### src/ltc_pkg.sv
`timescale 1ns / 1ps
`default_nettype none
// ----------------------------------------------------------------------------
// ltc_pkg
// shared constants and types of the lru tag cache lookup unit
// ----------------------------------------------------------------------------
package ltc_pkg;

    // default geometry
    localparam int ENTRIES_DEF    = 16;
    localparam int KEY_BITS_DEF   = 32;
    localparam int STAMP_BITS_DEF = 30;

    // fixed result field widths
    localparam int SLOT_W  = 4;
    localparam int EVKEY_W = 32;

    // lookup sequencer
    typedef enum logic [1:0] {
        ST_IDLE,
        ST_SCAN,
        ST_WRITE
    } t_state;

endpackage : ltc_pkg
`default_nettype wire

### src/ltc_ram.sv
`timescale 1ns / 1ps
`default_nettype none
// ----------------------------------------------------------------------------
// ltc_ram
// generic single write port, single read port ram with registered read data
// ----------------------------------------------------------------------------
module ltc_ram #(
    parameter int WIDTH = 8,
    parameter int DEPTH = 16,
    localparam int ADDR_W = $clog2(DEPTH)
) (
    input  wire logic              i_clk,
    input  wire logic              i_we,
    input  wire logic [ADDR_W-1:0] i_waddr,
    input  wire logic [WIDTH-1:0]  i_wdata,
    input  wire logic [ADDR_W-1:0] i_raddr,
    output logic      [WIDTH-1:0]  o_rdata
);

    logic [WIDTH-1:0] r_mem [DEPTH];

    always_ff @(posedge i_clk) begin
        if (i_we) begin
            r_mem[i_waddr] <= i_wdata;
        end
        o_rdata <= r_mem[i_raddr];
    end

endmodule : ltc_ram
`default_nettype wire

### src/lru_tag_cache_lookup_unit.sv
`timescale 1ns / 1ps
`default_nettype none
// ----------------------------------------------------------------------------
// lru_tag_cache_lookup_unit
// fully associative cache directory with timestamp lru replacement
// ----------------------------------------------------------------------------
// A word is taken when start is high and busy is low. A lookup walks the
// directory one entry per cycle through a single ram read port and one shared
// key/stamp compare unit, stops early on a hit, then writes the chosen entry
// back in a write-back state. The directory ram has a registered read port
// that feeds the compare unit. A flush does not raise busy. The result
// appears on the o_ result ports for exactly one cycle with o_strobe high,
// in the cycle after the last busy cycle (the cycle after the accepting edge
// for a flush). The receiver cannot stall: the result must be captured in
// that cycle. A new word may be started in the same cycle that a result is
// strobed. Valid bits live in flip-flops, so reset and flush clear the
// directory at once with no clearing pass.
// ----------------------------------------------------------------------------
module lru_tag_cache_lookup_unit
    import ltc_pkg::*;
#(
    parameter int ENTRIES    = ENTRIES_DEF,
    parameter int KEY_BITS   = KEY_BITS_DEF,
    parameter int STAMP_BITS = STAMP_BITS_DEF
) (
    input  wire logic                i_clk,
    input  wire logic                i_rst_n,
    // command side
    input  wire logic                start,
    output logic                     busy,
    input  wire logic                i_action,
    input  wire logic [KEY_BITS-1:0] i_lookup_key,
    // result side
    output logic                     o_strobe,
    output logic                     o_hit,
    output logic [SLOT_W-1:0]        o_slot,
    output logic                     o_evicted,
    output logic [EVKEY_W-1:0]       o_evicted_key
);

    localparam int IDX_W  = $clog2(ENTRIES);
    localparam int DATA_W = KEY_BITS + STAMP_BITS;
    localparam logic [IDX_W-1:0] LAST_IDX = IDX_W'(ENTRIES - 1);

    // sequencer
    t_state r_state, n_state;

    // directory control state
    logic [ENTRIES-1:0]    r_valid, n_valid;
    logic [STAMP_BITS-1:0] r_use_cnt, n_use_cnt;

    // scan bookkeeping
    logic [KEY_BITS-1:0]   r_key, n_key;           // key under lookup
    logic [IDX_W-1:0]      r_idx, n_idx;           // ram read address
    logic                  r_issue_done, n_issue_done;
    logic                  r_cmp_vld, n_cmp_vld;   // ram data belongs to r_cmp_idx
    logic [IDX_W-1:0]      r_cmp_idx, n_cmp_idx;
    logic                  r_hit, n_hit;
    logic [IDX_W-1:0]      r_hit_idx, n_hit_idx;
    logic                  r_vac_found, n_vac_found;
    logic [IDX_W-1:0]      r_vac_idx, n_vac_idx;
    logic [STAMP_BITS-1:0] r_oldest, n_oldest;
    logic [IDX_W-1:0]      r_victim, n_victim;
    logic [KEY_BITS-1:0]   r_victim_key, n_victim_key;

    // result registers
    logic                  r_strobe, n_strobe;
    logic                  r_res_hit, n_res_hit;
    logic [SLOT_W-1:0]     r_res_slot, n_res_slot;
    logic                  r_res_ev, n_res_ev;
    logic [EVKEY_W-1:0]    r_res_evkey, n_res_evkey;

    // ram interface
    logic                  ram_we;
    logic [IDX_W-1:0]      ram_waddr;
    logic [DATA_W-1:0]     ram_wdata;
    logic [DATA_W-1:0]     ram_rdata;
    logic [KEY_BITS-1:0]   rd_key;
    logic [STAMP_BITS-1:0] rd_stamp;

    // control decodes
    logic                  accept;
    logic                  issue;
    logic                  cmp_entry_valid;
    logic                  key_eq;
    logic                  stamp_lt;
    logic                  scan_hit;
    logic                  scan_end;

    // write-back choice
    logic [IDX_W-1:0]      wb_slot;
    logic                  wb_evict;
    logic [IDX_W+SLOT_W-1:0]    slot_ext;
    logic [KEY_BITS+EVKEY_W-1:0] evkey_ext;

    // key and stamp of every entry share one ram word
    ltc_ram #(
        .WIDTH (DATA_W),
        .DEPTH (ENTRIES)
    ) u_dir_ram (
        .i_clk   (i_clk),
        .i_we    (ram_we),
        .i_waddr (ram_waddr),
        .i_wdata (ram_wdata),
        .i_raddr (r_idx),
        .o_rdata (ram_rdata)
    );

    assign rd_stamp = ram_rdata[STAMP_BITS-1:0];
    assign rd_key   = ram_rdata[STAMP_BITS +: KEY_BITS];

    // shared compare unit, fed with the entry read last cycle
    assign cmp_entry_valid = r_valid[r_cmp_idx];
    assign key_eq          = (rd_key == r_key);
    assign stamp_lt        = (rd_stamp < r_oldest);
    assign scan_hit        = r_cmp_vld && cmp_entry_valid && key_eq;
    assign scan_end        = r_cmp_vld && (scan_hit || (r_cmp_idx == LAST_IDX));

    // hit wins, then lowest vacant entry, then the lru victim
    always_comb begin
        priority if (r_hit) begin
            wb_slot = r_hit_idx;
        end else if (r_vac_found) begin
            wb_slot = r_vac_idx;
        end else begin
            wb_slot = r_victim;
        end
    end
    assign wb_evict  = !r_hit && !r_vac_found;
    assign slot_ext  = {{SLOT_W{1'b0}}, wb_slot};
    assign evkey_ext = {{EVKEY_W{1'b0}}, r_victim_key};

    assign accept = start && !busy;

    // next state
    always_comb begin
        n_state = r_state;
        unique case (r_state)
            ST_IDLE: begin
                if (accept && !i_action) begin
                    n_state = ST_SCAN;
                end
            end
            ST_SCAN: begin
                if (scan_end) begin
                    n_state = ST_WRITE;
                end
            end
            ST_WRITE: begin
                n_state = ST_IDLE;
            end
            default: begin
                n_state = ST_IDLE;
            end
        endcase
    end

    // state decoded outputs
    always_comb begin
        busy      = 1'b1;
        issue     = 1'b0;
        ram_we    = 1'b0;
        ram_waddr = wb_slot;
        ram_wdata = {r_key, r_use_cnt};
        unique case (r_state)
            ST_IDLE: begin
                busy = 1'b0;
            end
            ST_SCAN: begin
                issue = !r_issue_done && !scan_end;
            end
            ST_WRITE: begin
                ram_we = 1'b1;
            end
            default: begin
                busy = 1'b1;
            end
        endcase
    end

    // datapath next values
    always_comb begin
        n_valid      = r_valid;
        n_use_cnt    = r_use_cnt;
        n_key        = r_key;
        n_idx        = r_idx;
        n_issue_done = r_issue_done;
        n_cmp_vld    = issue;
        n_cmp_idx    = r_idx;
        n_hit        = r_hit;
        n_hit_idx    = r_hit_idx;
        n_vac_found  = r_vac_found;
        n_vac_idx    = r_vac_idx;
        n_oldest     = r_oldest;
        n_victim     = r_victim;
        n_victim_key = r_victim_key;
        n_strobe     = 1'b0;
        n_res_hit    = r_res_hit;
        n_res_slot   = r_res_slot;
        n_res_ev     = r_res_ev;
        n_res_evkey  = r_res_evkey;

        // start of a word
        if (accept) begin
            if (i_action) begin
                // flush: empty directory, zero result next cycle
                n_valid     = '0;
                n_use_cnt   = '0;
                n_strobe    = 1'b1;
                n_res_hit   = 1'b0;
                n_res_slot  = '0;
                n_res_ev    = 1'b0;
                n_res_evkey = '0;
            end else begin
                n_key        = i_lookup_key;
                n_idx        = '0;
                n_issue_done = 1'b0;
                n_hit        = 1'b0;
                n_hit_idx    = '0;
                n_vac_found  = 1'b0;
                n_vac_idx    = '0;
                n_oldest     = '1;
                n_victim     = '0;
                n_victim_key = '0;
            end
        end

        // step the read address through the directory
        if (issue) begin
            if (r_idx == LAST_IDX) begin
                n_issue_done = 1'b1;
            end else begin
                n_idx = r_idx + 1'b1;
            end
        end

        // examine the entry read last cycle
        if (r_cmp_vld) begin
            priority if (!cmp_entry_valid) begin
                if (!r_vac_found) begin
                    n_vac_found = 1'b1;
                    n_vac_idx   = r_cmp_idx;
                end
            end else if (key_eq) begin
                n_hit     = 1'b1;
                n_hit_idx = r_cmp_idx;
            end else begin
                // entry 0 is the fallback victim, so keep its key
                if (r_cmp_idx == '0) begin
                    n_victim_key = rd_key;
                end
                if (stamp_lt) begin
                    n_oldest     = rd_stamp;
                    n_victim     = r_cmp_idx;
                    n_victim_key = rd_key;
                end
            end
        end

        // write back the chosen entry and post the result
        if (r_state == ST_WRITE) begin
            n_valid[wb_slot] = 1'b1;
            n_use_cnt        = r_use_cnt + 1'b1;
            n_strobe         = 1'b1;
            n_res_hit        = r_hit;
            n_res_slot       = slot_ext[SLOT_W-1:0];
            n_res_ev         = wb_evict;
            n_res_evkey      = wb_evict ? evkey_ext[EVKEY_W-1:0] : '0;
        end
    end

    // control registers
    always_ff @(posedge i_clk) begin
        if (!i_rst_n) begin
            r_state      <= ST_IDLE;
            r_valid      <= '0;
            r_use_cnt    <= '0;
            r_issue_done <= 1'b0;
            r_cmp_vld    <= 1'b0;
            r_strobe     <= 1'b0;
        end else begin
            r_state      <= n_state;
            r_valid      <= n_valid;
            r_use_cnt    <= n_use_cnt;
            r_issue_done <= n_issue_done;
            r_cmp_vld    <= n_cmp_vld;
            r_strobe     <= n_strobe;
        end
    end

    // payload registers
    always_ff @(posedge i_clk) begin
        r_key        <= n_key;
        r_idx        <= n_idx;
        r_cmp_idx    <= n_cmp_idx;
        r_hit        <= n_hit;
        r_hit_idx    <= n_hit_idx;
        r_vac_found  <= n_vac_found;
        r_vac_idx    <= n_vac_idx;
        r_oldest     <= n_oldest;
        r_victim     <= n_victim;
        r_victim_key <= n_victim_key;
        r_res_hit    <= n_res_hit;
        r_res_slot   <= n_res_slot;
        r_res_ev     <= n_res_ev;
        r_res_evkey  <= n_res_evkey;
    end

    assign o_strobe      = r_strobe;
    assign o_hit         = r_res_hit;
    assign o_slot        = r_res_slot;
    assign o_evicted     = r_res_ev;
    assign o_evicted_key = r_res_evkey;

endmodule : lru_tag_cache_lookup_unit
`default_nettype wire
### config.mk
export PLATFORM = sky130hd
export DESIGN_NAME = lru_tag_cache_lookup_unit
export DESIGN_NICKNAME = d
export VERILOG_FILES = /design/src/ltc_pkg.sv /design/src/ltc_ram.sv /design/src/lru_tag_cache_lookup_unit.sv
export SDC_FILE = /design/constraint.sdc
export NUM_CORES = 1
export LEC_CHECK = 0
export ABC_AREA = 1
export BUFFER_PORTS_ARGS = -buffer_cell sky130_fd_sc_hd__buf_2
export CAP_MARGIN = 10
export CORE_MARGIN = 3
export CORE_UTILIZATION = 57
export CTS_CLUSTER_SIZE = 40
export DETAILED_ROUTE_END_ITERATION = 6
export PLACE_DENSITY = 0.82
export SLEW_MARGIN = 10
export SYNTH_ARGS = -nofsm -noshare
export SYNTH_HDL_FRONTEND = slang
export SYNTH_SLANG_ARGS = --single-unit
### constraint.sdc
create_clock -name i_clk -period 12.45 [get_ports i_clk]
set_input_delay 1.245 -clock i_clk [delete_from_list [all_inputs] [get_ports i_clk]]
set_output_delay 1.245 -clock i_clk [all_outputs]
set_load 0.02 [all_outputs]
# After elaboration in Yosys (flattened, before gate mapping)

Memory sizes are Yosys's and may differ from the RTL's. A register that Yosys moved wholly into a read port is not among the register bits.
Index checks and enable logic that the tools add are counted.

Register bits after elaboration: 205
Bits in writable memories: 992
Input bits: 36
Output and inout bits: 40
Memories kept: 1

$add $sub $neg: 2
Order comparisons: 4
Equality and inequality tests: 7
Muxes and demuxes: 81
Bitwise logic cells: 2
Reductions and logical operators: 21

Memories:

| memory          | words | bits a word | read ports | clocked after memory_dff | write ports | line          | text |
|---|---|---|---|---|---|---|---|
| u_dir_ram.r_mem | 16    | 62          | 1          | 1                        | 1           | ltc_ram.sv:20 | `logic [WIDTH-1:0] r_mem [DEPTH];` |

Operators with widths:

| operator              | number |
|---|---|
| $mux 32               | 11 |
| $mux 30               | 9 |
| $mux 4                | 25 |
| $mux 16               | 3 |
| $eq 32x32->1          | 1 |
| $add 30x1->30 const B | 1 |
| $lt 30x30->1          | 1 |
| $mux 1                | 28 |
| $or 16x16->16         | 1 |
| $lt 4x5->1 const B    | 2 |
| $eq 4x4->1 const B    | 2 |
| $logic_and 1x1->1     | 8 |
| $reduce_and 2->1      | 3 |
| $logic_not 1->1       | 5 |
| $add 4x1->4 const B   | 1 |
| $bmux 1 s4            | 1 |
| $demux 1 s4           | 1 |
| $ge 4x1->1 const B    | 1 |
| $logic_not 4->1       | 1 |
| $mux 2                | 2 |
| $pmux 2 s2            | 1 |
| $reduce_bool 2->1     | 2 |
| $eq 2x1->1 const B    | 1 |
| $eq 2x2->1 const B    | 1 |
| 5 further kinds       | 5 |

# Depth between registers and ports, before layout

Depth after elaboration: 10
Mapped depth: 15
Depth with buffers taken out: 14

# Cells and area by module

Synthesis repeated with hierarchy kept, for this count alone.

Cells, all modules: 5,269
Area, all modules: 53,054.6 um^2

By module, submodules not included:

| module                    | instances | cells an instance | area an instance (um^2) |
|---|---|---|---|
| ltc_ram                   | 1         | 4,080             | 43,560.5 |
| lru_tag_cache_lookup_unit | 1         | 1,189             | 9,494.1 |

# Least setup slack after synthesis

Ideal clock, no wire load.

Path type: register -> register
From: reg r_hit
To: mem u_dir_ram.r_mem[12][0] (netlist name), enable pin
Arrival: 5,318 ps
Setup slack: 6,571 ps
Cell stages (with the launch flop): 5
Clock period less this slack: 5,879 ps
Path through: dfxtp_1 inv_1 o21ai_0 nand2_1 nor3_1

Longest elaborated chain between the ends: 1

RTL lines:

| what                     | line                             | text |
|---|---|---|
| start: declaration       | lru_tag_cache_lookup_unit.sv:58  | `logic r_hit, n_hit;` |
| start signal: assignment | lru_tag_cache_lookup_unit.sv:296 | `r_hit <= n_hit;` |
| $mux 4                   | lru_tag_cache_lookup_unit.sv:121 | `priority if (r_hit) begin` |
| end: declaration         | ltc_ram.sv:20                    |  |

Every way passes these cells.

# Final worst setup path

From: reg r_hit
To: mem u_dir_ram.r_mem[13][17] (netlist name), enable pin

Same word-level chain as after synthesis.

==> results by group <==
Clock network
  • H-tree depth: 3
  • Worst-Skew Late Latency: 690 ps
  • CTS tree: built
  • TritonCTS buffer count: 115
  • Clock-pin slew on the worst setup and hold paths: 60 ps
  • Clock buffer depth: 3
  • Hold buffer count at CTS: 0
  • # resized after CTS: 0
  • CTS Sinks: 1,259
  • Post-CTS Setup Bufs: 0
  • CTS root buf: clkbuf_16

Yosys
  • Syn nets: 4,003
  • EDFF count, synth: 1,062
  • Netlist Area Pre-Place: 48,900 um^2
  • Async S/R FF share, synth: 0
  • Yosys cell types: 38
  • Top_reg_cell synth: edfxtp_1
  • Avg Inst Size Synth: 12.4 um^2
  • Gate Count Post-Synth: 3,936
  • Sequential-to-total area share from yosys stat: 0.733
  • Yosys warning count: 0
  • Post-synthesis register bit count: 1,259

Floorplanning
  • DIE WIDTH: 299 um
  • Starting Density: 0.580
  • Die height: 299 um
  • Core ar.: 84,400 um^2
  • Ports: 76
  • Std cell rows: 106
  • Die ar.: 89,300 um^2

Layout
  • Area Growth Syn to Fin: 10.7%
  • ANT cells: 0
  • Area occupied by multi-input gates: 11,400 um^2
  • Nets: 3,987
  • Layout Cells excl Fill: 5,156
  • Fillers: 5,707
  • Share of layout cells above drive strength 1: 0.0850
  • Register area: 35,800 um^2

Routing
  • DR DRC count: 0
  • Post-DR wirelength/cell: 22.8 um
  • Routed vias: 32,400
  • DRT iter0 DRCs: 4,375
  • Vias per inst: 6.29
  • Pre-antenna DRT Iters: 6
  • Drt total wl: 118 mm
  • Routed Antenna Nets: 0

Timing
  • Slew @ Worst Pin: 1290 ps
  • Unrepaired setup endpoints after global routing: false
  • Final Slew Violations: 0
  • Clk_skew: 18.9 ps
  • Min Tclk post-route: 3570 ps
  • Hold Violations, Final: 0
  • Setup TNS Final: 0 ps
  • Slew margin rel.: 0.138
  • Fmax: 280 MHz
  • Fin crit share: 0.286
  • Final setup vio count: 0

Power
  • LEAKAGE: 18.8 nW
  • Sw frac: 0.272
  • Sw Pwr: 0.00272 W
  • Pwr dens: 185 nW/um^2
  • Logic pwr share: 0.148
  • Internal cell power: 0.00728 W
  • Flop pwr share: 0.486
  • Clk pwr share: 0.366
  • VDD IR max: 0.000136 V

GRT
  • Initial antenna violation count: 1
  • Gr usage total: 0.258
  • First-pass GRT wire length: 179 mm
  • Largest net degree at the start of global routing: 248
  • Number of global-route vias before repair: 31,900
  • Grt total ovfl: 0

Critical path
  • Setup Crit Path Kind: flop to flop
  • Worst Setup Start Kind: flop
  • Crit path DAT: 3860 ps
  • Crit Path Max Fanout: 44
  • Critical path capture point type: flop
  • Worst Path Required: 12,740 ps
  • Flop2flop setup slack: 8880 ps

Placement
  • Detailed Place HPWL: 58.3 mm
  • Dpl cells: 4,937
  • RePlAce Congestion: 0.864
  • Port bufs: 75

Status
  • Status: completed

Min path
  • Hold crit path type: flop to flop

Flow run
  • MaxCap Viol Count: 0
==> metrics by stage <==
stage | total power (W) | hold slack, ps | utilization | setup slack [ps] | cell area [um^2]
2_1_floorplan | 0.00595 | 329 | - | 6570 | 48900
3_3_place_gp | 0.00631 | 446 | 0.594 | 9010 | 50100
3_5_place_dp | 0.00638 | 468 | 0.594 | 8940 | 50100
4_1_cts | 0.00999 | 482 | 0.642 | 8950 | 54100
5_1_grt | 0.0104 | 495 | 0.642 | 8690 | 54100
6_report | 0.0100 | 474 | 0.642 | 8880 | 54100
==> cells by family after synthesis <==
logic type	after synthesis	share of synthesized area
simple gates	1272	0.105
mux	1	0.000230
compound gates	901	0.113
xor+xnor	23	0.00412
buf+inv	449	0.0366
flops	1259	0.733
fa+ha+maj	31	0.00793
==> power by group through the flow <==
stage          registers (W)  clock network, W  logic, W
2_1_floorplan        0.00486                 0   0.00109
6_report             0.00486           0.00366   0.00148
4_1_cts              0.00485           0.00368   0.00146
3_3_place_gp         0.00494                 0   0.00137
5_1_grt              0.00487           0.00384   0.00165
3_5_place_dp         0.00494                 0   0.00144
==> per-layer routing <==
layer  GRT usage  vias up  wire [um]
met5           0        -          0
met4       0.111        0       4260
met3      0.0400      326      12200
met2       0.427     2116      57100
met1       0.342    15700      44200
li1            -    14300          -
==> placed cells by master (no fill, tap or decap), drive strengths merged, types with 23 or more instances in the layout <==
cell,count
o221ai,212
nor2,687
xnor2,23
a21oi,41
clkbuf,150
clkinv,49
nand2,361
ha,31
inv,195
buf,119
o211ai,39
dfxtp,197
nand3,163
o21ai,552
nand4,42
edfxtp,1062
o22ai,37
==> critical path, stage by stage, from the launching register on <==
cell	delay, ps
dfxtp_1	360
inv_1	130
o21ai_0	470
nand2_1	320
nor3_2	970
buf_4	880
==> flip-flops by register name, indices dropped and copies added, names as in the netlist, 2 cells and up <==
register	count
o_evicted_key	32
r_victim_key	32
r_vac_idx	4
r_valid	16
r_state	2
r_oldest	30
o_slot	4
u_dir_ram.r_mem	992
r_victim	4
r_hit_idx	4
r_key	32
r_use_cnt	30
r_cmp_idx	4
n_cmp_idx	4
u_dir_ram.o_rdata	62
==> synth_stat cells (42+ instances only) <==
cell / number / area share
inv_1: 185 / 0.014
o221ai_1: 212 / 0.038
dfxtp_1: 197 / 0.081
nand3_1: 162 / 0.017
nor2_1: 682 / 0.052
buf_2: 45 / 0.0046
nand2_1: 359 / 0.028
o21ai_0: 486 / 0.050
nand4_1: 42 / 0.0054
edfxtp_1: 1062 / 0.65
o21ai_1: 66 / 0.0068
clkbuf_1: 186 / 0.014
==> final cells by class <==
class,count,share of cell area
well taps,1134,0.0262
clock buffers,150,0.0590
repair buffers,119,0.0135
clock inverters,69,0.0145
flip-flops and latches,1259,0.663
inverters,197,0.0140
multi-input cells,2228,0.210
==> final timing paths <==
kind | from | cells past startpoint | endpoint
max | r_hit | 5 | u_dir_ram.r_mem[13][17]
min | u_dir_ram.o_rdata[0] | 2 | r_oldest[0]
max reg2reg | r_hit | 5 | u_dir_ram.r_mem[13][17]
min reg2reg | u_dir_ram.o_rdata[0] | 2 | r_oldest[0]
(Power assumes the default switching activity.)
